`src/rtl/core/assert_macros.svh`:
```
// assertion helpers for the rtl
`ifndef ASSERT_MACROS_SVH
`define ASSERT_MACROS_SVH

// condition that must hold at every clock edge outside reset
`define ASSERT_ALWAYS(label, clk, rst, expr, msg) \
   label: assert property (@(posedge clk) disable iff (rst) (expr)) else $error(msg);

// antecedent in one cycle implies consequent in the next
`define ASSERT_NEXT(label, clk, rst, ante, cons, msg) \
   label: assert property (@(posedge clk) disable iff (rst) (ante) |=> (cons)) else $error(msg);

`endif

```
`src/rtl/core/epsd_pkg.sv`:
```
package epsd_pkg;

   // result status codes
   localparam logic [1:0] STATUS_IDLE    = 2'd0;
   localparam logic [1:0] STATUS_MOVING  = 2'd1;
   localparam logic [1:0] STATUS_REACHED = 2'd2;
   localparam logic [1:0] STATUS_STALLED = 2'd3;

   // item kinds
   localparam logic KIND_SAMPLE = 1'b0;
   localparam logic KIND_START  = 1'b1;

   // register map, word index
   localparam int unsigned CSR_IDX_W = 2;
   localparam logic [CSR_IDX_W-1:0] REG_DRIVE_SPEED      = 2'd0;
   localparam logic [CSR_IDX_W-1:0] REG_DRIVE_INVERT     = 2'd1;
   localparam logic [CSR_IDX_W-1:0] REG_STALL_WINDOW_MS  = 2'd2;
   localparam logic [CSR_IDX_W-1:0] REG_STALL_MIN_COUNTS = 2'd3;

   // register reset values
   localparam logic [7:0]  DRIVE_SPEED_RST      = 8'd50;
   localparam logic        DRIVE_INVERT_RST     = 1'b0;
   localparam logic [10:0] STALL_WINDOW_MS_RST  = 11'd1000;
   localparam logic [7:0]  STALL_MIN_COUNTS_RST = 8'd2;

   // millisecond timer saturation
   localparam logic [10:0] MS_MAX = 11'd2047;

   // encoder phase values
   localparam logic signed [3:0] PH_ZERO = 4'sd0;
   localparam logic signed [3:0] PH_P1   = 4'sd1;
   localparam logic signed [3:0] PH_P2   = 4'sd2;
   localparam logic signed [3:0] PH_P3   = 4'sd3;
   localparam logic signed [3:0] PH_P4   = 4'sd4;
   localparam logic signed [3:0] PH_N1   = -4'sd1;
   localparam logic signed [3:0] PH_N2   = -4'sd2;
   localparam logic signed [3:0] PH_N3   = -4'sd3;
   localparam logic signed [3:0] PH_N4   = -4'sd4;

   // encoder channel levels {left, right}
   localparam logic [1:0] ENC_NONE  = 2'b00;
   localparam logic [1:0] ENC_RIGHT = 2'b01;
   localparam logic [1:0] ENC_LEFT  = 2'b10;
   localparam logic [1:0] ENC_BOTH  = 2'b11;

   typedef struct packed {
      logic [7:0]  drive_speed;
      logic        drive_invert;
      logic [10:0] stall_window_ms;
      logic [7:0]  stall_min_counts;
   } cfg_type;

   typedef struct packed {
      logic               kind;
      logic               enc_left;
      logic               enc_right;
      logic               ms_tick;
      logic signed [15:0] target;
   } item_type;

   typedef struct packed {
      logic signed [8:0]  drive;
      logic [1:0]         status;
      logic signed [15:0] position;
   } rsp_type;

endpackage

```
`src/rtl/core/encoder_positioner_stall_detect_unit.sv`:
```
// channel   | role                          | handshake
// ----------+-------------------------------+-------------------------------
// req_*     | encoder sample or start word  | tvalid/tready, kind in tuser
// rsp_*     | drive, status, position word  | tvalid/tready
// csr_*     | four control registers        | apb style, pready tied high
//
// one word in per cycle while rsp is not stalled, one word out per word in;
// each word passes the input register, then the result register, with the
// single compute stage between them. the motion state updates as a word
// leaves the input register, so the next word sees it at once.
// reset is synchronous, active high; clears registers, motion state and both
// stages. a stalled rsp side holds the result register and backs up into req.
module encoder_positioner_stall_detect_unit #(
   parameter int POS_WIDTH = 16
) (
   input  logic        clock,
   input  logic        reset,
   // req side
   input  logic        req_tvalid,
   output logic        req_tready,
   input  logic [23:0] req_tdata,   // enc_left[0], enc_right[1], ms_tick[2], target[18:3], 0
   input  logic        req_tuser,   // kind[0]
   // rsp side
   output logic        rsp_tvalid,
   input  logic        rsp_tready,
   output logic [31:0] rsp_tdata,   // drive[8:0], status[10:9], position[26:11], 0
   // register port
   input  logic        csr_psel,
   input  logic        csr_penable,
   input  logic        csr_pwrite,
   input  logic [3:0]  csr_paddr,
   input  logic [31:0] csr_pwdata,
   output logic [31:0] csr_prdata,
   output logic        csr_pready
);

`include "assert_macros.svh"

   // registers
   epsd_pkg::cfg_type cfg_ff;
   epsd_pkg::cfg_type cfg_in;

   // input stage
   logic                 stage_valid_ff, stage_valid_in;
   epsd_pkg::item_type   stage_item_ff, stage_item_in;

   // result stage
   logic                 out_valid_ff, out_valid_in;
   epsd_pkg::rsp_type    out_rsp_ff, out_rsp_in;

   // motion state
   logic signed [3:0]           phase_ff, phase_in;
   logic signed [POS_WIDTH-1:0] count_ff, count_in;
   logic signed [POS_WIDTH-1:0] check_count_ff, check_count_in;
   logic [10:0]                 elapsed_ms_ff, elapsed_ms_in;
   logic signed [15:0]          goal_ff, goal_in;
   logic                        moving_down_ff, moving_down_in;
   logic                        busy_ff, busy_in;

   epsd_pkg::rsp_type           calc_rsp;
   logic signed [3:0]           calc_phase;
   logic signed [POS_WIDTH-1:0] calc_count;
   logic signed [POS_WIDTH-1:0] calc_check_count;
   logic [10:0]                 calc_elapsed_ms;
   logic signed [15:0]          calc_goal;
   logic                        calc_moving_down;
   logic                        calc_busy;

   logic                           advance;
   logic                           req_take;
   logic                           csr_write;
   logic [epsd_pkg::CSR_IDX_W-1:0] csr_idx;

   // stage moves on when the result register is free or being emptied
   assign advance    = stage_valid_ff && (!out_valid_ff || rsp_tready);
   assign req_tready = !stage_valid_ff || advance;
   assign req_take   = req_tvalid && req_tready;

   assign csr_pready = 1'b1;
   assign csr_write  = csr_psel && csr_penable && csr_pwrite && csr_pready;
   assign csr_idx    = csr_paddr[3:2];

   // register write
   always_comb begin
      cfg_in = cfg_ff;
      if (csr_write) begin
         unique case (csr_idx)
            epsd_pkg::REG_DRIVE_SPEED:      cfg_in.drive_speed      = csr_pwdata[7:0];
            epsd_pkg::REG_DRIVE_INVERT:     cfg_in.drive_invert     = csr_pwdata[0];
            epsd_pkg::REG_STALL_WINDOW_MS:  cfg_in.stall_window_ms  = csr_pwdata[10:0];
            epsd_pkg::REG_STALL_MIN_COUNTS: cfg_in.stall_min_counts = csr_pwdata[7:0];
            default:                        cfg_in = cfg_ff;
         endcase
      end
   end

   // register read
   always_comb begin
      unique case (csr_idx)
         epsd_pkg::REG_DRIVE_SPEED:      csr_prdata = {24'd0, cfg_ff.drive_speed};
         epsd_pkg::REG_DRIVE_INVERT:     csr_prdata = {31'd0, cfg_ff.drive_invert};
         epsd_pkg::REG_STALL_WINDOW_MS:  csr_prdata = {21'd0, cfg_ff.stall_window_ms};
         epsd_pkg::REG_STALL_MIN_COUNTS: csr_prdata = {24'd0, cfg_ff.stall_min_counts};
         default:                        csr_prdata = 32'd0;
      endcase
   end

   // unpack the incoming word
   always_comb begin
      stage_valid_in = stage_valid_ff;
      stage_item_in  = stage_item_ff;
      if (advance) begin
         stage_valid_in = 1'b0;
      end
      if (req_take) begin
         stage_valid_in          = 1'b1;
         stage_item_in.kind      = req_tuser;
         stage_item_in.enc_left  = req_tdata[0];
         stage_item_in.enc_right = req_tdata[1];
         stage_item_in.ms_tick   = req_tdata[2];
         stage_item_in.target    = req_tdata[18:3];
      end
   end

   epsd_calc #(
      .POS_WIDTH (POS_WIDTH)
   ) u_calc (
      .cfg            (cfg_ff),
      .item           (stage_item_ff),
      .phase          (phase_ff),
      .count          (count_ff),
      .check_count    (check_count_ff),
      .elapsed_ms     (elapsed_ms_ff),
      .goal           (goal_ff),
      .moving_down    (moving_down_ff),
      .busy           (busy_ff),
      .phase_in       (calc_phase),
      .count_in       (calc_count),
      .check_count_in (calc_check_count),
      .elapsed_ms_in  (calc_elapsed_ms),
      .goal_in        (calc_goal),
      .moving_down_in (calc_moving_down),
      .busy_in        (calc_busy),
      .rsp            (calc_rsp)
   );

   // motion state commits only as the word leaves the input stage
   always_comb begin
      phase_in       = phase_ff;
      count_in       = count_ff;
      check_count_in = check_count_ff;
      elapsed_ms_in  = elapsed_ms_ff;
      goal_in        = goal_ff;
      moving_down_in = moving_down_ff;
      busy_in        = busy_ff;
      if (advance) begin
         phase_in       = calc_phase;
         count_in       = calc_count;
         check_count_in = calc_check_count;
         elapsed_ms_in  = calc_elapsed_ms;
         goal_in        = calc_goal;
         moving_down_in = calc_moving_down;
         busy_in        = calc_busy;
      end
   end

   // result register
   always_comb begin
      out_valid_in = out_valid_ff;
      out_rsp_in   = out_rsp_ff;
      if (out_valid_ff && rsp_tready) begin
         out_valid_in = 1'b0;
      end
      if (advance) begin
         out_valid_in = 1'b1;
         out_rsp_in   = calc_rsp;
      end
   end

   always_ff @(posedge clock) begin
      if (reset) begin
         cfg_ff.drive_speed      <= epsd_pkg::DRIVE_SPEED_RST;
         cfg_ff.drive_invert     <= epsd_pkg::DRIVE_INVERT_RST;
         cfg_ff.stall_window_ms  <= epsd_pkg::STALL_WINDOW_MS_RST;
         cfg_ff.stall_min_counts <= epsd_pkg::STALL_MIN_COUNTS_RST;
         stage_valid_ff          <= 1'b0;
         out_valid_ff            <= 1'b0;
         phase_ff                <= epsd_pkg::PH_ZERO;
         count_ff                <= '0;
         check_count_ff          <= '0;
         elapsed_ms_ff           <= 11'd0;
         goal_ff                 <= 16'sd0;
         moving_down_ff          <= 1'b0;
         busy_ff                 <= 1'b0;
      end else begin
         cfg_ff         <= cfg_in;
         stage_valid_ff <= stage_valid_in;
         out_valid_ff   <= out_valid_in;
         phase_ff       <= phase_in;
         count_ff       <= count_in;
         check_count_ff <= check_count_in;
         elapsed_ms_ff  <= elapsed_ms_in;
         goal_ff        <= goal_in;
         moving_down_ff <= moving_down_in;
         busy_ff        <= busy_in;
      end
   end

   // payload, no reset
   always_ff @(posedge clock) begin
      stage_item_ff <= stage_item_in;
      out_rsp_ff    <= out_rsp_in;
   end

   assign rsp_tvalid = out_valid_ff;
   assign rsp_tdata  = {5'd0, out_rsp_ff.position, out_rsp_ff.status, out_rsp_ff.drive};

   // checks
   `ASSERT_ALWAYS(a_drive_only_moving, clock, reset, !out_valid_ff || (out_rsp_ff.status == epsd_pkg::STATUS_MOVING) || (out_rsp_ff.drive == 9'sd0), "drive nonzero outside a move")
   `ASSERT_NEXT(a_end_clears_busy, clock, reset, advance && ((calc_rsp.status == epsd_pkg::STATUS_REACHED) || (calc_rsp.status == epsd_pkg::STATUS_STALLED)), !busy_ff, "move ended but still busy")
   `ASSERT_NEXT(a_start_arms_window, clock, reset, advance && (stage_item_ff.kind == epsd_pkg::KIND_START) && (calc_rsp.status == epsd_pkg::STATUS_MOVING), busy_ff && (elapsed_ms_ff == 11'd0) && (check_count_ff == count_ff), "start did not restart stall window")
   `ASSERT_ALWAYS(a_phase_range, clock, reset, (phase_ff <= epsd_pkg::PH_P4) && (phase_ff >= epsd_pkg::PH_N4), "encoder phase out of range")

endmodule

```
`src/rtl/core/epsd_calc.sv`:
```
module epsd_calc #(
   parameter int POS_WIDTH = 16
) (
   input  epsd_pkg::cfg_type              cfg,
   input  epsd_pkg::item_type             item,
   input  logic signed [3:0]              phase,
   input  logic signed [POS_WIDTH-1:0]    count,
   input  logic signed [POS_WIDTH-1:0]    check_count,
   input  logic [10:0]                    elapsed_ms,
   input  logic signed [15:0]             goal,
   input  logic                           moving_down,
   input  logic                           busy,
   output logic signed [3:0]              phase_in,
   output logic signed [POS_WIDTH-1:0]    count_in,
   output logic signed [POS_WIDTH-1:0]    check_count_in,
   output logic [10:0]                    elapsed_ms_in,
   output logic signed [15:0]             goal_in,
   output logic                           moving_down_in,
   output logic                           busy_in,
   output epsd_pkg::rsp_type              rsp
);

   // common compare width, one bit beyond both count and goal
   localparam int EW = ((POS_WIDTH > 16) ? POS_WIDTH : 16) + 1;

   localparam logic signed [POS_WIDTH-1:0] CNT_MAX = {1'b0, {(POS_WIDTH-1){1'b1}}};
   localparam logic signed [POS_WIDTH-1:0] CNT_MIN = {1'b1, {(POS_WIDTH-1){1'b0}}};
   localparam logic signed [EW-1:0] POS_HI = EW'(32'sd32767);
   localparam logic signed [EW-1:0] POS_LO = EW'(-32'sd32768);

   function automatic logic signed [3:0] phase_next(input logic signed [3:0] p,
                                                    input logic [1:0] c);
      logic signed [3:0] n;
      n = epsd_pkg::PH_ZERO;
      case (p)
         epsd_pkg::PH_ZERO: n = (c == epsd_pkg::ENC_LEFT) ? epsd_pkg::PH_P1 :
                                (c == epsd_pkg::ENC_RIGHT) ? epsd_pkg::PH_N1 : epsd_pkg::PH_ZERO;
         epsd_pkg::PH_P1:   n = (c == epsd_pkg::ENC_BOTH) ? epsd_pkg::PH_P2 :
                                (c == epsd_pkg::ENC_NONE) ? epsd_pkg::PH_ZERO : epsd_pkg::PH_P1;
         epsd_pkg::PH_P2:   n = (c == epsd_pkg::ENC_RIGHT) ? epsd_pkg::PH_P3 :
                                (c == epsd_pkg::ENC_LEFT) ? epsd_pkg::PH_P1 : epsd_pkg::PH_P2;
         epsd_pkg::PH_P3:   n = (c == epsd_pkg::ENC_NONE) ? epsd_pkg::PH_P4 :
                                (c == epsd_pkg::ENC_BOTH) ? epsd_pkg::PH_P2 : epsd_pkg::PH_P3;
         epsd_pkg::PH_N1:   n = (c == epsd_pkg::ENC_NONE) ? epsd_pkg::PH_ZERO :
                                (c == epsd_pkg::ENC_BOTH) ? epsd_pkg::PH_N2 : epsd_pkg::PH_N1;
         epsd_pkg::PH_N2:   n = (c == epsd_pkg::ENC_RIGHT) ? epsd_pkg::PH_N1 :
                                (c == epsd_pkg::ENC_LEFT) ? epsd_pkg::PH_N3 : epsd_pkg::PH_N2;
         epsd_pkg::PH_N3:   n = (c == epsd_pkg::ENC_BOTH) ? epsd_pkg::PH_N2 :
                                (c == epsd_pkg::ENC_NONE) ? epsd_pkg::PH_N4 : epsd_pkg::PH_N3;
         default:           n = epsd_pkg::PH_ZERO;
      endcase
      return n;
   endfunction

   function automatic logic signed [8:0] drive_of(input logic down,
                                                  input epsd_pkg::cfg_type c);
      logic signed [8:0] mag;
      mag = {1'b0, c.drive_speed};
      return ((!down) ^ c.drive_invert) ? -mag : mag;
   endfunction

   logic signed [EW-1:0]        count_x;
   logic signed [EW-1:0]        target_x;
   logic signed [EW-1:0]        goal_x;
   logic signed [EW-1:0]        count_new_x;
   logic signed [POS_WIDTH-1:0] count_step;
   logic signed [POS_WIDTH-1:0] count_next;
   logic                        step_en;
   logic [10:0]                 elapsed_next;
   logic signed [POS_WIDTH:0]   moved;
   logic [POS_WIDTH:0]          moved_abs;
   logic                        stalled;
   logic                        at_goal;

   assign count_x     = {{(EW-POS_WIDTH){count[POS_WIDTH-1]}}, count};
   assign target_x    = {{(EW-16){item.target[15]}}, item.target};
   assign goal_x      = {{(EW-16){goal[15]}}, goal};
   assign count_new_x = {{(EW-POS_WIDTH){count_next[POS_WIDTH-1]}}, count_next};

   // distance moved since the last stall check
   assign moved     = {count[POS_WIDTH-1], count} - {check_count[POS_WIDTH-1], check_count};
   assign moved_abs = moved[POS_WIDTH] ? (POS_WIDTH+1)'(-moved) : (POS_WIDTH+1)'(moved);

   assign elapsed_next = (item.ms_tick && (elapsed_ms != epsd_pkg::MS_MAX)) ?
                         elapsed_ms + 11'd1 : elapsed_ms;

   assign stalled = (elapsed_next > cfg.stall_window_ms) &&
                    (moved_abs < (POS_WIDTH+1)'(cfg.stall_min_counts));

   // count bump from a full phase, saturating at the count limits
   assign count_step = ((phase == epsd_pkg::PH_P4) && (count != CNT_MAX)) ? count + POS_WIDTH'(1) :
                       ((phase == epsd_pkg::PH_N4) && (count != CNT_MIN)) ? count - POS_WIDTH'(1) :
                       count;
   assign step_en    = (item.kind == epsd_pkg::KIND_SAMPLE) && busy && !stalled;
   assign count_next = step_en ? count_step : count;

   assign at_goal = moving_down ? !(goal_x < count_new_x) : !(goal_x > count_new_x);

   always_comb begin
      phase_in       = phase;
      count_in       = count_next;
      check_count_in = check_count;
      elapsed_ms_in  = elapsed_ms;
      goal_in        = goal;
      moving_down_in = moving_down;
      busy_in        = busy;
      rsp.drive      = 9'sd0;
      rsp.status     = epsd_pkg::STATUS_IDLE;

      if (item.kind == epsd_pkg::KIND_START) begin
         goal_in        = item.target;
         moving_down_in = target_x < count_x;
         if (target_x == count_x) begin
            // already there
            busy_in    = 1'b0;
            rsp.status = epsd_pkg::STATUS_REACHED;
         end else begin
            busy_in        = 1'b1;
            check_count_in = count;
            elapsed_ms_in  = 11'd0;
            rsp.drive      = drive_of(target_x < count_x, cfg);
            rsp.status     = epsd_pkg::STATUS_MOVING;
         end
      end else if (busy) begin
         elapsed_ms_in = elapsed_next;
         if ((elapsed_next > cfg.stall_window_ms) && !stalled) begin
            check_count_in = count;
            elapsed_ms_in  = 11'd0;
         end
         if (stalled) begin
            busy_in    = 1'b0;
            rsp.status = epsd_pkg::STATUS_STALLED;
         end else begin
            phase_in   = phase_next(phase, {item.enc_left, item.enc_right});
            rsp.drive  = drive_of(moving_down, cfg);
            rsp.status = epsd_pkg::STATUS_MOVING;
            if (at_goal) begin
               busy_in    = 1'b0;
               rsp.drive  = 9'sd0;
               rsp.status = epsd_pkg::STATUS_REACHED;
            end
         end
      end

      // position clamps to the 16-bit report range
      if (count_new_x > POS_HI) begin
         rsp.position = 16'sh7FFF;
      end else if (count_new_x < POS_LO) begin
         rsp.position = 16'sh8000;
      end else begin
         rsp.position = count_new_x[15:0];
      end
   end

endmodule

```
`config.mk`:
```
export PLATFORM = sky130hd
export DESIGN_NAME = encoder_positioner_stall_detect_unit
export DESIGN_NICKNAME = d
export VERILOG_FILES = /design/src/rtl/core/epsd_pkg.sv /design/src/rtl/core/encoder_positioner_stall_detect_unit.sv /design/src/rtl/core/epsd_calc.sv
export VERILOG_INCLUDE_DIRS = /design/src /design/src/rtl/core
export SDC_FILE = /design/constraint.sdc
export NUM_CORES = 1
export LEC_CHECK = 0
export BUFFER_PORTS_ARGS = -buffer_cell sky130_fd_sc_hd__buf_4
export CAP_MARGIN = 10
export CORE_ASPECT_RATIO = 1.4
export CORE_MARGIN = 2
export CORE_UTILIZATION = 50
export CTS_BUF_LIST = sky130_fd_sc_hd__clkbuf_8
export DETAILED_ROUTE_END_ITERATION = 12
export PLACE_DENSITY_LB_ADDON = 0.12
export SYNTH_ARGS = -nofsm -noshare
export SYNTH_HDL_FRONTEND = slang
export SYNTH_SLANG_ARGS = --single-unit
```
`constraint.sdc`:
```
create_clock -name clock -period 10.1 [get_ports clock]
set_clock_uncertainty 0.2 [all_clocks]
set_input_delay 0.505 -clock clock [delete_from_list [all_inputs] [get_ports clock]]
set_output_delay 0.505 -clock clock [all_outputs]
set_load 0.02 [all_outputs]
```
After elaboration in Yosys (flattened, before gate mapping)
Index checks and enable logic that the tools add are counted.

storage, ports and cells
  input bits = 68
  register bits = 142
  logic and storage cells = 142

operators by class
  $lt $le $gt $ge = 7
  equality and inequality tests = 19
  reduce and logical (&&, ||, !) cells = 36
  add/sub/neg operators = 6
  bitwise gates (word level) = 4
  muxes and demuxes = 49

operators by type and width
  kind                     number
  $mux W16                 8
  $pmux W32 S4             1
  $mux W11                 8
  $mux W9                  4
  $lt A16 B16 Y1           2
  $mux W4                  8
  $ne A16 B16 Y1 const B   2
  $pmux W4 S7              1
  $lt A17 B8 Y1            1
  $mux W17                 1
  $neg A17 Y17             1
  $sub A16 B16 Y17         1
  $add A16 B2 Y16 const B  1
  $eq A16 B16 Y1           1
  $eq A4 B4 Y1 const B     4
  $gt A16 B16 Y1           1
  $gt A16 B16 Y1 const B   1
  $lt A16 B16 Y1 const B   1
  $sub A16 B2 Y16 const B  1
  $mux W1                  14
  $logic_and A1 B1 Y1      12
  $add A11 B1 Y11 const B  1
  $gt A11 B11 Y1           1
  $ne A11 B11 Y1 const B   1
  other kinds (18)         44

Depth between registers and ports, before layout
Gate-level depths: netlist (run 1).

  word-level depth = 15
  gate-level depth with buffers = 41
  mapped depth without buffers = 38

Hierarchy
A second synthesis (run 1) with hierarchy kept.

unflattened totals
  cells, all modules = 1,256
  area, all modules = 10,566.4 um2

by module, submodules not included
  module                                cells an instance  area an instance (um2)  times used
  encoder_positioner_stall_detect_unit  517                5,529.1                 1
  epsd_calc                             739                5,037.3                 1

Least setup slack after synthesis (run 1)
No wires, ideal clock.

  path kind = register -> register
  from = register count_ff[0]
  to = register out_rsp_ff (netlist bit rsp_tdata[10]) (data pin)
  data arrival time = 7.337 ns
  setup time = 0.255 ns
  slack = 2.308 ns
  data required time = 9.645 ns
  path buffers = 3
  cell stages (with the launch flop) = 40
  path through = dfxtp_1 clkbuf_1 inv_1 ha_1 fa_1 nand2b_1 a21oi_2 o21a_1 a211o_1 clkbuf_1 nor2_1 xnor2_1 ha_1 nor2b_1 o21ai_0 a21oi_1 nor3_1 nor2_1 (+4 left out) nand3_1 xnor2_1 inv_1 ha_1 a21oi_1 nor2b_1 o21ai_0 nand2b_1 a21oi_1 nor2b_1 o21ai_0 nand2b_1 a221oi_1 nor3b_4 xnor2_1 a221oi_2 a21oi_1 a31o_1

RTL lines
  element                   line                                         source
  start: declaration        encoder_positioner_stall_detect_unit.sv:53   logic signed [POS_WIDTH-1:0] count_ff, count_in;
  start signal: assignment  encoder_positioner_stall_detect_unit.sv:200  count_ff <= count_in;
  end signal: assignment    encoder_positioner_stall_detect_unit.sv:212  out_rsp_ff <= out_rsp_in;
  end: declaration          encoder_positioner_stall_detect_unit.sv:49   epsd_pkg::rsp_type out_rsp_ff, out_rsp_in;

==> metrics.md, run 1 <==
| Metric | Value |
|---|---|
| Max Cap Viol | `0` |
| Cell Area, Synth | `between 9000 and 10,000 um^2` |
| Clock sink count | `~140` |
| Final Max Tran Viols | `0` |
| Cell count after synthesis | `1,152` |
| Status | `complete, no violations` |
| CTS tree | `done` |
| Synth top area share | `just under 20%` |
| Combinational power share | `21.7%` |
| Power, Total | `1.42 mW` |
| Hold endpoint | `cfg_ff[16]$_SDFFE_PP1P_` |
| Max IR drop VDD | `between 0.00006 and 0.00007 V` |
| DRT iter0 DRCs | `around 460` |
| Crit path arrival time | `9.32 ns` |
| Clock share of power | `between 30% and 40%` |
| Core area | `between 15,000 and 20,000 um^2` |
| Pin count of the biggest net entering global routing | `96` |
| Clock buffer count from CTS | `17` |
| # fillers | `around 1.8k` |
| Die area | `20,300 um^2` |
| Max-slew headroom | `between 20% and 30%` |
| GRT overflow | `0` |
| Final setup viols | `0` |
| Die Y | `168 um` |
| Routed WL | `about 24 mm` |
| CTS H-tree lvls | `4` |
| Required @ worst endpoint | `between 10 and 15 ns` |
| Switching pwr | `0.440 mW` |
| First-pass GRT wire length | `~38 mm` |
| Hold Path Class | `input port to register` |
| Max Fanout on Critical Path | `13` |
| Synth area leaders | `dfxtp_1, edfxtp_1, ha_1, nand2_1, nor2_1` |
| # IOs | `~140` |
| Initial Util | `50.5%` |
| Vias per cell | `5.59` |
| Syn_area_per_cell | `8.33 um^2` |
| Reg-to-reg setup timing slack | `around 0.8 ns` |
| Largest stage delay, worst path | `0.81 ns` |
| Diodes inserted | `0` |
| Hold Path Depth | `2` |
| Final hold vios | `0` |
| RSZ-0062 raised after global routing | `no` |
| Via count | `around 8.3k` |
| Initial antenna violation count | `0` |
| DR pass1 iterations | `5` |
| Worst-path clk slew | `about 0.09 ns` |
| Row cnt | `60` |
| Ys flop type | `dfxtp_1` |
| Post-synth top area cell | `dfxtp_1` |
| Slew of the pin with the lowest slew margin | `between 1 and 1.5 ns` |
| Die X | `around 120 um` |
| Min-delay src | `csr_pwdata[8]` |
| Flop pwr share | `between 40% and 50%` |
| Slowest stage cell on the critical path | `a221oi_1` |
| Setup TNS | `0 ns` |
| GRT Overall Usage | `about a quarter` |
| Cell Pwr Density | `131 nW/um^2` |
| Nets | `approximately 1.4k` |
| Asr flop ratio synth | `0%` |
| Setup crit end kind | `register` |
| Share of cells above drive strength 1 | `11.9%` |
| Number of flops mapped to enable cells by yosys | `47` |
| CP Launch Type | `register` |
| Port bufs | `79` |
| Worst r2r dst | `rsp_tdata[10]$_DFFE_PP_` |
| Clk Latency, worst-skew pair | `approximately 0.47 ns` |
| Switching portion of total power | `between 30% and 40%` |
| Register bit total from synthesis | `142` |
| P&R area growth vs syn | `13.2%` |
| Wire per inst | `between 15 and 20 um` |
| Post-DRT Antenna Nets | `0` |
| Synth warnings | `0` |
| Time the worst path needs with I/O delays and setup | `9.30 ns` |
| Crit Path Class | `register to register` |
| Lkg Pwr | `between 4 and 5 nW` |
| Final worst-path cycle share | `92.1%` |
| Max Freq | `around 110 MHz` |
| Reg2reg start | `count_ff[0]$_SDFFE_PP0P_` |
| Internal Pwr Total | `0.983 mW` |
| DP HPWL | `approximately 18 mm` |
| DRC | `0` |
| Vias in the first global route | `7,858` |
| RePlAce Congestion | `0.852` |
| CTS root buffer | `clkbuf_8` |
| Clock buffer depth | `2` |
| Worst r2r path cells | `31` |
| Unique masters post-synth | `81` |
| Post-synthesis sequential area ratio | `around 35%` |
registers in the layout, summed over array words and instances (netlist names), 4 cells and up:
register	cells
phase_ff	4
goal_ff	16
check_count_ff	16
count_ff	16
cfg_ff	28
rsp_tdata	27
stage_item_ff	20
elapsed_ms_ff	11
Yosys cell counts, types with 4 or more instances:
master    number
a211o_1       15
a211oi_1      14
a21o_1         8
a21oi_1       77
a22o_1         9
a22oi_1        5
a31oi_1       10
and2_1        14
and3_1        17
and4_1         4
buf_1          4
buf_2          4
buf_4         28
clkbuf_1      41
dfxtp_1       95
edfxtp_1      47
ha_1          73
inv_1         81
mux2_2         4
mux2i_1       26
nand2_1      129
nand2b_1      16
nand3_1       26
nand3b_1       4
nand4_1       17
nor2_1       109
nor2b_1       19
nor3_1        31
nor4_1         9
o21a_1        16
o21ai_0       52
o21ai_1        4
o221ai_1       9
o31ai_1        6
or2_2          5
or3_1         12
xnor2_1       37
xor2_1         6
stage by stage:
stage / cell area [um^2] / utilization [%] / worst slack, ns / cells / hold slack (ns)
finish: 10900 / 57.2 / 0.798 / 1486 / 0.0304
global route: 10900 / 57.2 / 0.142 / 1486 / 0.00591
CTS: 10900 / 57.2 / 0.801 / 1486 / 0.00472
detailed placement: 10300 / 54.0 / 0.825 / 1434 / 0.251
global placement: 10300 / 54.0 / 0.958 / 1434 / 0.242
floorplan: 9690 / - / 2.31 / 1177 / 0.236
layout by cell type, fill, tap and decap left out, drive strengths merged, types with 16 or more instances in the layout:
| master | netlist | layout |
|---|---|---|
| nor3 | 32 | 32 |
| nor2b | 19 | 19 |
| mux2i | 26 | 26 |
| dlygate4sd3 | 0 | 20 |
| xnor2 | 37 | 37 |
| o21a | 16 | 16 |
| edfxtp | 47 | 47 |
| clkbuf | 41 | 17 |
| nand2 | 129 | 129 |
| a21oi | 80 | 80 |
| a211oi | 16 | 16 |
| and3 | 17 | 17 |
| o21ai | 56 | 56 |
| buf | 36 | 86 |
| ha | 73 | 73 |
| nor2 | 109 | 109 |
| inv | 81 | 86 |
| nand2b | 16 | 16 |
| dfxtp | 95 | 95 |
| nand4 | 17 | 17 |
| nand3 | 26 | 26 |
| conb | 2 | 27 |
timing repair:
| item | 4_1_cts | 5_1_grt |
|---|---|---|
| hold endpoints to repair | 20 | 0 |
| hold buffers | 20 | 0 |
| gates resized for setup | 0 | 0 |
| buffers inserted | 0 | 0 |
cells by family after synthesis:
logic type	after synthesis	synth area share, %
compound gates	268	18.8
xor+xnor	43	3.92
mux	31	3.41
other cells	2	0.0782
flops	142	34.5
simple gates	432	22.2
buf+inv	160	7.40
fa+ha+maj	74	9.72
layer usage:
metal	GRT usage (%)	routed length [um]	up-vias
li1	-	-	4205
met4	8.85	618	0
met5	0	0	-
met2	44.7	12700	203
met3	3.93	746	41
met1	26.3	9610	3863
power by group through the flow:
stage               registers, mW  clock network, mW  logic (mW)
floorplan                   0.639                  0       0.224
finish                      0.623              0.491       0.309
global placement            0.636                  0       0.297
CTS                         0.623              0.502       0.309
detailed placement          0.636                  0       0.301
global route                0.625              0.527       0.343
critical path: cells and delay by family (launching register included):
kind / cells / cell delay (ns)
compound gates: 11 / 3.38
mux: 1 / 0.35
xor+xnor: 2 / 0.55
simple gates: 12 / 2.79
buf+inv: 2 / 0.24
flops: 1 / 0.59
fa+ha+maj: 3 / 0.94
area by class of cell:
type | count | area (um^2) | share of cell area (%)
inverter | 83 | 312 | 2.87
timing repair buffer | 106 | 846 | 7.78
multi-input combinational | 875 | 5670 | 52.2
tap | 248 | 310 | 2.85
clock buffer | 17 | 234 | 2.15
clock inverter | 15 | 185 | 1.70
sequential | 142 | 3310 | 30.5
worst max-delay path by stage:
stage,cells past startpoint,slack (ns),end,startpoint
6_report,31,0.80,rsp_tdata[10]$_DFFE_PP_,count_ff[0]$_SDFFE_PP0P_
5_1_grt,38,0.14,rsp_tdata[2]$_DFFE_PP_,count_ff[0]$_SDFFE_PP0P_
4_1_cts,31,0.80,rsp_tdata[10]$_DFFE_PP_,count_ff[0]$_SDFFE_PP0P_
3_5_place_dp,31,0.82,rsp_tdata[10]$_DFFE_PP_,count_ff[0]$_SDFFE_PP0P_
3_3_place_gp,31,0.96,rsp_tdata[10]$_DFFE_PP_,count_ff[0]$_SDFFE_PP0P_
2_1_floorplan,39,2.31,rsp_tdata[10]$_DFFE_PP_,count_ff[0]$_SDFFE_PP0P_
Power figures use the tool's default switching activity.
==> inputs of run 2 (changes only) <==
Settings changed: PLACE_DENSITY from default to 0.72, PLACE_DENSITY_LB_ADDON 0.12 to default.
==> metrics.md, run 2 (synthesized netlist as in run 1, its figures left out) <==
| Metric | Value |
|---|---|
| Setup TNS | `0 ns` |
| DP HPWL | `~17 mm` |
| GRT overflow | `0` |
| Time the worst path needs with I/O delays and setup | `between 8 and 9 ns` |
| Post-DRT Antenna Nets | `0` |
| Worst-path clk slew | `0.09 ns` |
| Power, Total | `approximately 1.4 mW` |
| Final Max Tran Viols | `0` |
| Vias in the first global route | `around 7.6k` |
| CTS root buffer | `clkbuf_8` |
| RePlAce Congestion | `approximately 0.88` |
| Die area | `~20,000 um^2` |
| P&R area growth vs syn | `11.2%` |
| Initial antenna violation count | `0` |
| Largest register by flop count | `cfg_ff` |
| Slowest stage cell on the critical path | `dfxtp_1` |
| CTS tree | `done` |
| DR pass1 iterations | `5` |
| # IOs | `between 100 and 150` |
| First-pass GRT wire length | `between 30 and 40 mm` |
| Cell Pwr Density | `between 100 and 150 nW/um^2` |
| Slew of the pin with the lowest slew margin | `about 1.1 ns` |
| Final hold vios | `0` |
| Critical path endpoint | `rsp_tdata[3]$_DFFE_PP_` |
| Core area | `roughly 19,000 um^2` |
| Max Fanout on Critical Path | `13` |
| Max-slew headroom | `roughly a quarter` |
| Worst r2r dst | `rsp_tdata[3]$_DFFE_PP_` |
| Routed WL | `~22 mm` |
| Final worst-path cycle share | `just under 90%` |
| Lkg Pwr | `4.24 nW` |
| Cts repair resizes | `0` |
| DRT iter0 DRCs | `between 400 and 500` |
| GRT Overall Usage | `between 20 and 25%` |
| Reg2reg start | `count_ff[0]$_SDFFE_PP0P_` |
| Clock buffer count from CTS | `17` |
| Reg-to-reg setup timing slack | `about 1.3 ns` |
| DRC | `0` |
| Wire per inst | `between 15 and 20 um` |
| Vias per cell | `5.59` |
| Max IR drop VDD | `0.0000834 V` |
| Hold Path Class | `input port to register` |
| Max reg flops | `28` |
| Initial Util | `~50%` |
| Crit path arrival time | `approximately 9 ns` |
| Diodes inserted | `0` |
| Nets | `between 1k and 1.5k` |
| CP startpoint | `count_ff[0]$_SDFFE_PP0P_` |
| Via count | `approximately 8.2k` |
| Clock sink count | `around 140` |
| Largest stage delay, worst path | `approximately 0.56 ns` |
| Most frequent cells in the layout | `nand2_1, nor2_1, dfxtp_1` |
| Status | `complete, no violations` |
| Die Y | `about 170 um` |
| Required @ worst endpoint | `approximately 10 ns` |
| Most common cell after layout, fill and taps aside | `nand2_1` |
| Row cnt | `60` |
| Port bufs | `79` |
| Final setup viols | `0` |
| Setup crit end kind | `register` |
| Share of cells above drive strength 1 | `12.2%` |
| Max Cap Viol | `0` |
| # hold bufs at CTS | `0` |
| Die X | `~120 um` |
| CTS H-tree lvls | `4` |
| RSZ-0062 raised after global routing | `no` |
| Clock buffer depth | `2` |
| Max Freq | `roughly 110 MHz` |
| Pin count of the biggest net entering global routing | `between 90 and 100` |
| Clk Latency, worst-skew pair | `approximately 0.46 ns` |
| Worst r2r path cells | `29` |
| Crit Path Class | `register to register` |
| Post-CTS setup buffers | `0` |
| CP Launch Type | `register` |
==> run 2: cell types whose count changed in the layout (fill, tap and decap cells not counted) <==
cell and delta:
buf_4 -1, clkinvlp_4 +2, clkinv_2 +1, clkinv_1 -1, dlygate4sd3_1 -20, clkbuf_4 +1, inv_8 +1, clkinv_4 -3
==> run 2: layout make-up <==
type / instances / area (um^2)
Fill cell: 1767 / 8320
Timing Repair Buffer: 86 / 646
Multi-Input combinational cell: 875 / 5670
Clock buffer: 17 / 234
Clock inverter: 15 / 186
Tap cell: 248 / 310
Inverter: 83 / 312
Sequential cell: 142 / 3310
==> run 2: routing by layer <==
layer  wire [um]  part of all wire, %  vias up  track usage [%]
met3         647                  2.9       46             2.81
met4         612                  2.8        0             9.10
li1            -                    -     4153                -
met5           0                    0        -                0
met2       11300                   51      151             39.2
met1        9430                   43     3843             27.0
==> run 2: worst min-delay path by stage <==
| stage | startpoint | to | cells past startpoint |
|---|---|---|---|
| finish | req_tdata[1] | stage_item_ff[17]$_DFFE_PP_ | 1 |
| global route | req_tdata[13] | stage_item_ff[10]$_DFFE_PP_ | 1 |
| CTS | req_tdata[0] | stage_item_ff[18]$_DFFE_PP_ | 1 |
| detailed placement | cfg_ff[12]$_SDFFE_PP0P_ | cfg_ff[12]$_SDFFE_PP0P_ | 2 |
| global placement | cfg_ff[12]$_SDFFE_PP0P_ | cfg_ff[12]$_SDFFE_PP0P_ | 2 |
| floorplan | cfg_ff[10]$_SDFFE_PP0P_ | cfg_ff[10]$_SDFFE_PP0P_ | 2 |
==> run 2: where the power goes <==
part           total [mW]  leakage [nW]  internal (mW)  switching, mW
Combinational       0.302          2.81          0.121          0.180
Sequential          0.621          1.22          0.609         0.0120
Clock               0.490         0.210          0.249          0.241
Total                1.41          4.24          0.980          0.433
==> run 2: per-stage QoR <==
stage                     instances  cell area, um^2  worst slack (ns)  hold slack, ns  util, %
after floorplan                1177             9690              2.31           0.236        -
after global placement         1433            10200              1.51           0.242     53.9
after detailed placement       1433            10200              1.41           0.252     53.9
after CTS                      1465            10700              1.41        0.000722     56.1
after global routing           1466            10700             0.616        0.000824     56.2
final                          1466            10700              1.31          0.0214     56.2
==> run 2: critical path, delay by kind of cell (launching register included) <==
kind	cells	cell delay, ns
AND/OR/NAND/NOR	14	3.61
AO/OA/AOI/OAI	8	2.19
adder cells (fa/ha/maj)	3	1.20
flip-flops	1	0.56
multiplexers	1	0.35
buffers and inverters	2	0.20
XOR/XNOR	1	0.20
==> inputs of run 3 (changes only) <==
Settings changed: BUFFER_PORTS_ARGS -buffer_cell sky130_fd_sc_hd__buf_4 to -buffer_cell sky130_fd_sc_hd__buf_2.
==> metrics.md, run 3 (synthesized netlist as in run 1, its figures left out) <==
| Metric | Value |
|---|---|
| Status | `complete, no violations` |
| Largest register by flop count | `cfg_ff` |
| Largest stage delay, worst path | `just under 0.6 ns` |
| Lkg Pwr | `~4.2 nW` |
| Final WS setup | `~1.3 ns` |
| Max Fanout on Critical Path | `13` |
| Max Cap Viol | `0` |
| Setup crit end kind | `register` |
| Pin count of the biggest net entering global routing | `between 90 and 100` |
| Clock buffer count from CTS | `17` |
| CP Launch Type | `register` |
| Max-slew headroom | `around a quarter` |
| Via count | `roughly 8.3k` |
| Reg2reg start | `count_ff[0]$_SDFFE_PP0P_` |
| Most frequent cells in the layout | `nand2_1, nor2_1, dfxtp_1` |
| Clock sink count | `about 140` |
| Nets | `around 1.4k` |
| Max IR drop VDD | `approximately 0.000096 V` |
| Clock buffer depth | `2` |
| CP startpoint | `count_ff[0]$_SDFFE_PP0P_` |
| Row cnt | `60` |
| Final setup viols | `0` |
| Post-CTS setup buffers | `0` |
| Core area | `about 19,000 um^2` |
| P&R area growth vs syn | `9.17%` |
| Wire per inst | `roughly 15 um` |
| DR pass1 iterations | `5` |
| Worst-path clk slew | `about 0.09 ns` |
| Initial antenna violation count | `0` |
| Clk Latency, worst-skew pair | `0.45 ns` |
| Die area | `20,300 um^2` |
| Max Freq | `~110 MHz` |
| Max reg flops | `28` |
| Die X | `121 um` |
| CTS tree | `done` |
| Power, Total | `1.38 mW` |
| Final Max Tran Viols | `0` |
| DP HPWL | `17.0 mm` |
| Min-delay src | `req_tdata[0]` |
| Post-DRT Antenna Nets | `0` |
| Worst Setup Slack post-DPL | `between 1 and 1.5 ns` |
| Final hold vios | `0` |
| Diodes inserted | `0` |
| # IOs | `135` |
| Most common cell after layout, fill and taps aside | `nand2_1` |
| RePlAce Congestion | `around 0.9` |
| Time the worst path needs with I/O delays and setup | `8.83 ns` |
| Initial Util | `just over 50%` |
| Slowest stage cell on the critical path | `ha_1` |
| Setup TNS | `0 ns` |
| Vias per cell | `~5.6` |
| Vias in the first global route | `7,772` |
| Port bufs | `around 80` |
| First-pass GRT wire length | `roughly 37 mm` |
| Final core occ | `between 50% and 60%` |
| GRT overflow | `0` |
| Worst hold margin | `0.0289 ns` |
| Hold Path Class | `input port to register` |
| GRT Overall Usage | `22.4%` |
| DRT iter0 DRCs | `520` |
| Required @ worst endpoint | `around 10 ns` |
| DRC | `0` |
| Die Y | `about 170 um` |
| Cell Pwr Density | `roughly 130 nW/um^2` |
| Slew of the pin with the lowest slew margin | `roughly 1.1 ns` |
| Final worst-path cycle share | `~90%` |
| Share of cells above drive strength 1 | `12.2%` |
| CTS root buffer | `clkbuf_8` |
| Routed WL | `22.3 mm` |
| RSZ-0062 raised after global routing | `no` |
| Crit path arrival time | `8.81 ns` |
| CTS H-tree lvls | `4` |
| Crit Path Class | `register to register` |
[run 3: changes by cell type in the layout (fill, tap and decap cells not counted), sizes merged]
cell	delta
dlygate4sd3	+3
buf	+2
clkinv	+2
bufinv	-1
clkbuf	-1
clkinvlp	-1
[run 3: worst max-delay path: cells and delay by family, from the launching register on]
| kind | cells | cell delay, ns |
|---|---|---|
| AOI/OAI and AO/OA | 7 | 2.05 |
| xor gates and xnor gates | 1 | 0.18 |
| adders and majority gates | 3 | 1.22 |
| buffers and inverters | 2 | 0.21 |
| DFF | 1 | 0.56 |
| muxes | 1 | 0.36 |
| and+or+nand+nor | 15 | 3.77 |
[run 3: path summary, 6_finish.rpt]
path	cells past startpoint	slack [ns]	endpoint
worst max register to register	29	1.27	rsp_tdata[3]$_DFFE_PP_
worst max-delay path	29	1.27	rsp_tdata[3]$_DFFE_PP_
worst min-delay path	1	0.03	stage_item_ff[18]$_DFFE_PP_
worst min register to register	2	0.26	goal_ff[0]$_SDFFE_PP0P_
[run 3: power by group]
group / switching (mW) / internal [mW] / total, mW
logic: 0.182 / 0.114 / 0.296
registers: 0.0120 / 0.609 / 0.621
clock network: 0.236 / 0.223 / 0.458
[run 3: layer usage]
metal | track usage, % | vias up | share of wire, %
li1 | - | 4176 | -
met2 | 39.2 | 181 | 51
met5 | 0 | - | 0
met3 | 3.42 | 45 | 3.4
met1 | 26.7 | 3878 | 43
met4 | 10.2 | 0 | 3.0
[run 3: metrics by stage]
step / cells / instance area [um^2]
4_1_cts: 1466 / 10400
5_1_grt: 1470 / 10500
6_report: 1470 / 10500
3_5_place_dp: 1434 / 10100
2_1_floorplan: 1177 / 9690
3_3_place_gp: 1434 / 10100
[run 3: final cells by class]
class | instances | area, um^2
clock inverters | 15 | 159
fillers | 1773 | 8510
repair buffers | 90 | 483
clock buffers | 17 | 234
well taps | 248 | 310
multi-input cells | 875 | 5670
flip-flops and latches | 142 | 3310
inverters | 83 | 312
[run 3: what timing repair did]
item / 4_1_cts / 5_1_grt
hold buffers: 0 / 3
endpoints found under the hold margin: 0 / 3
resized for setup: 0 / 0
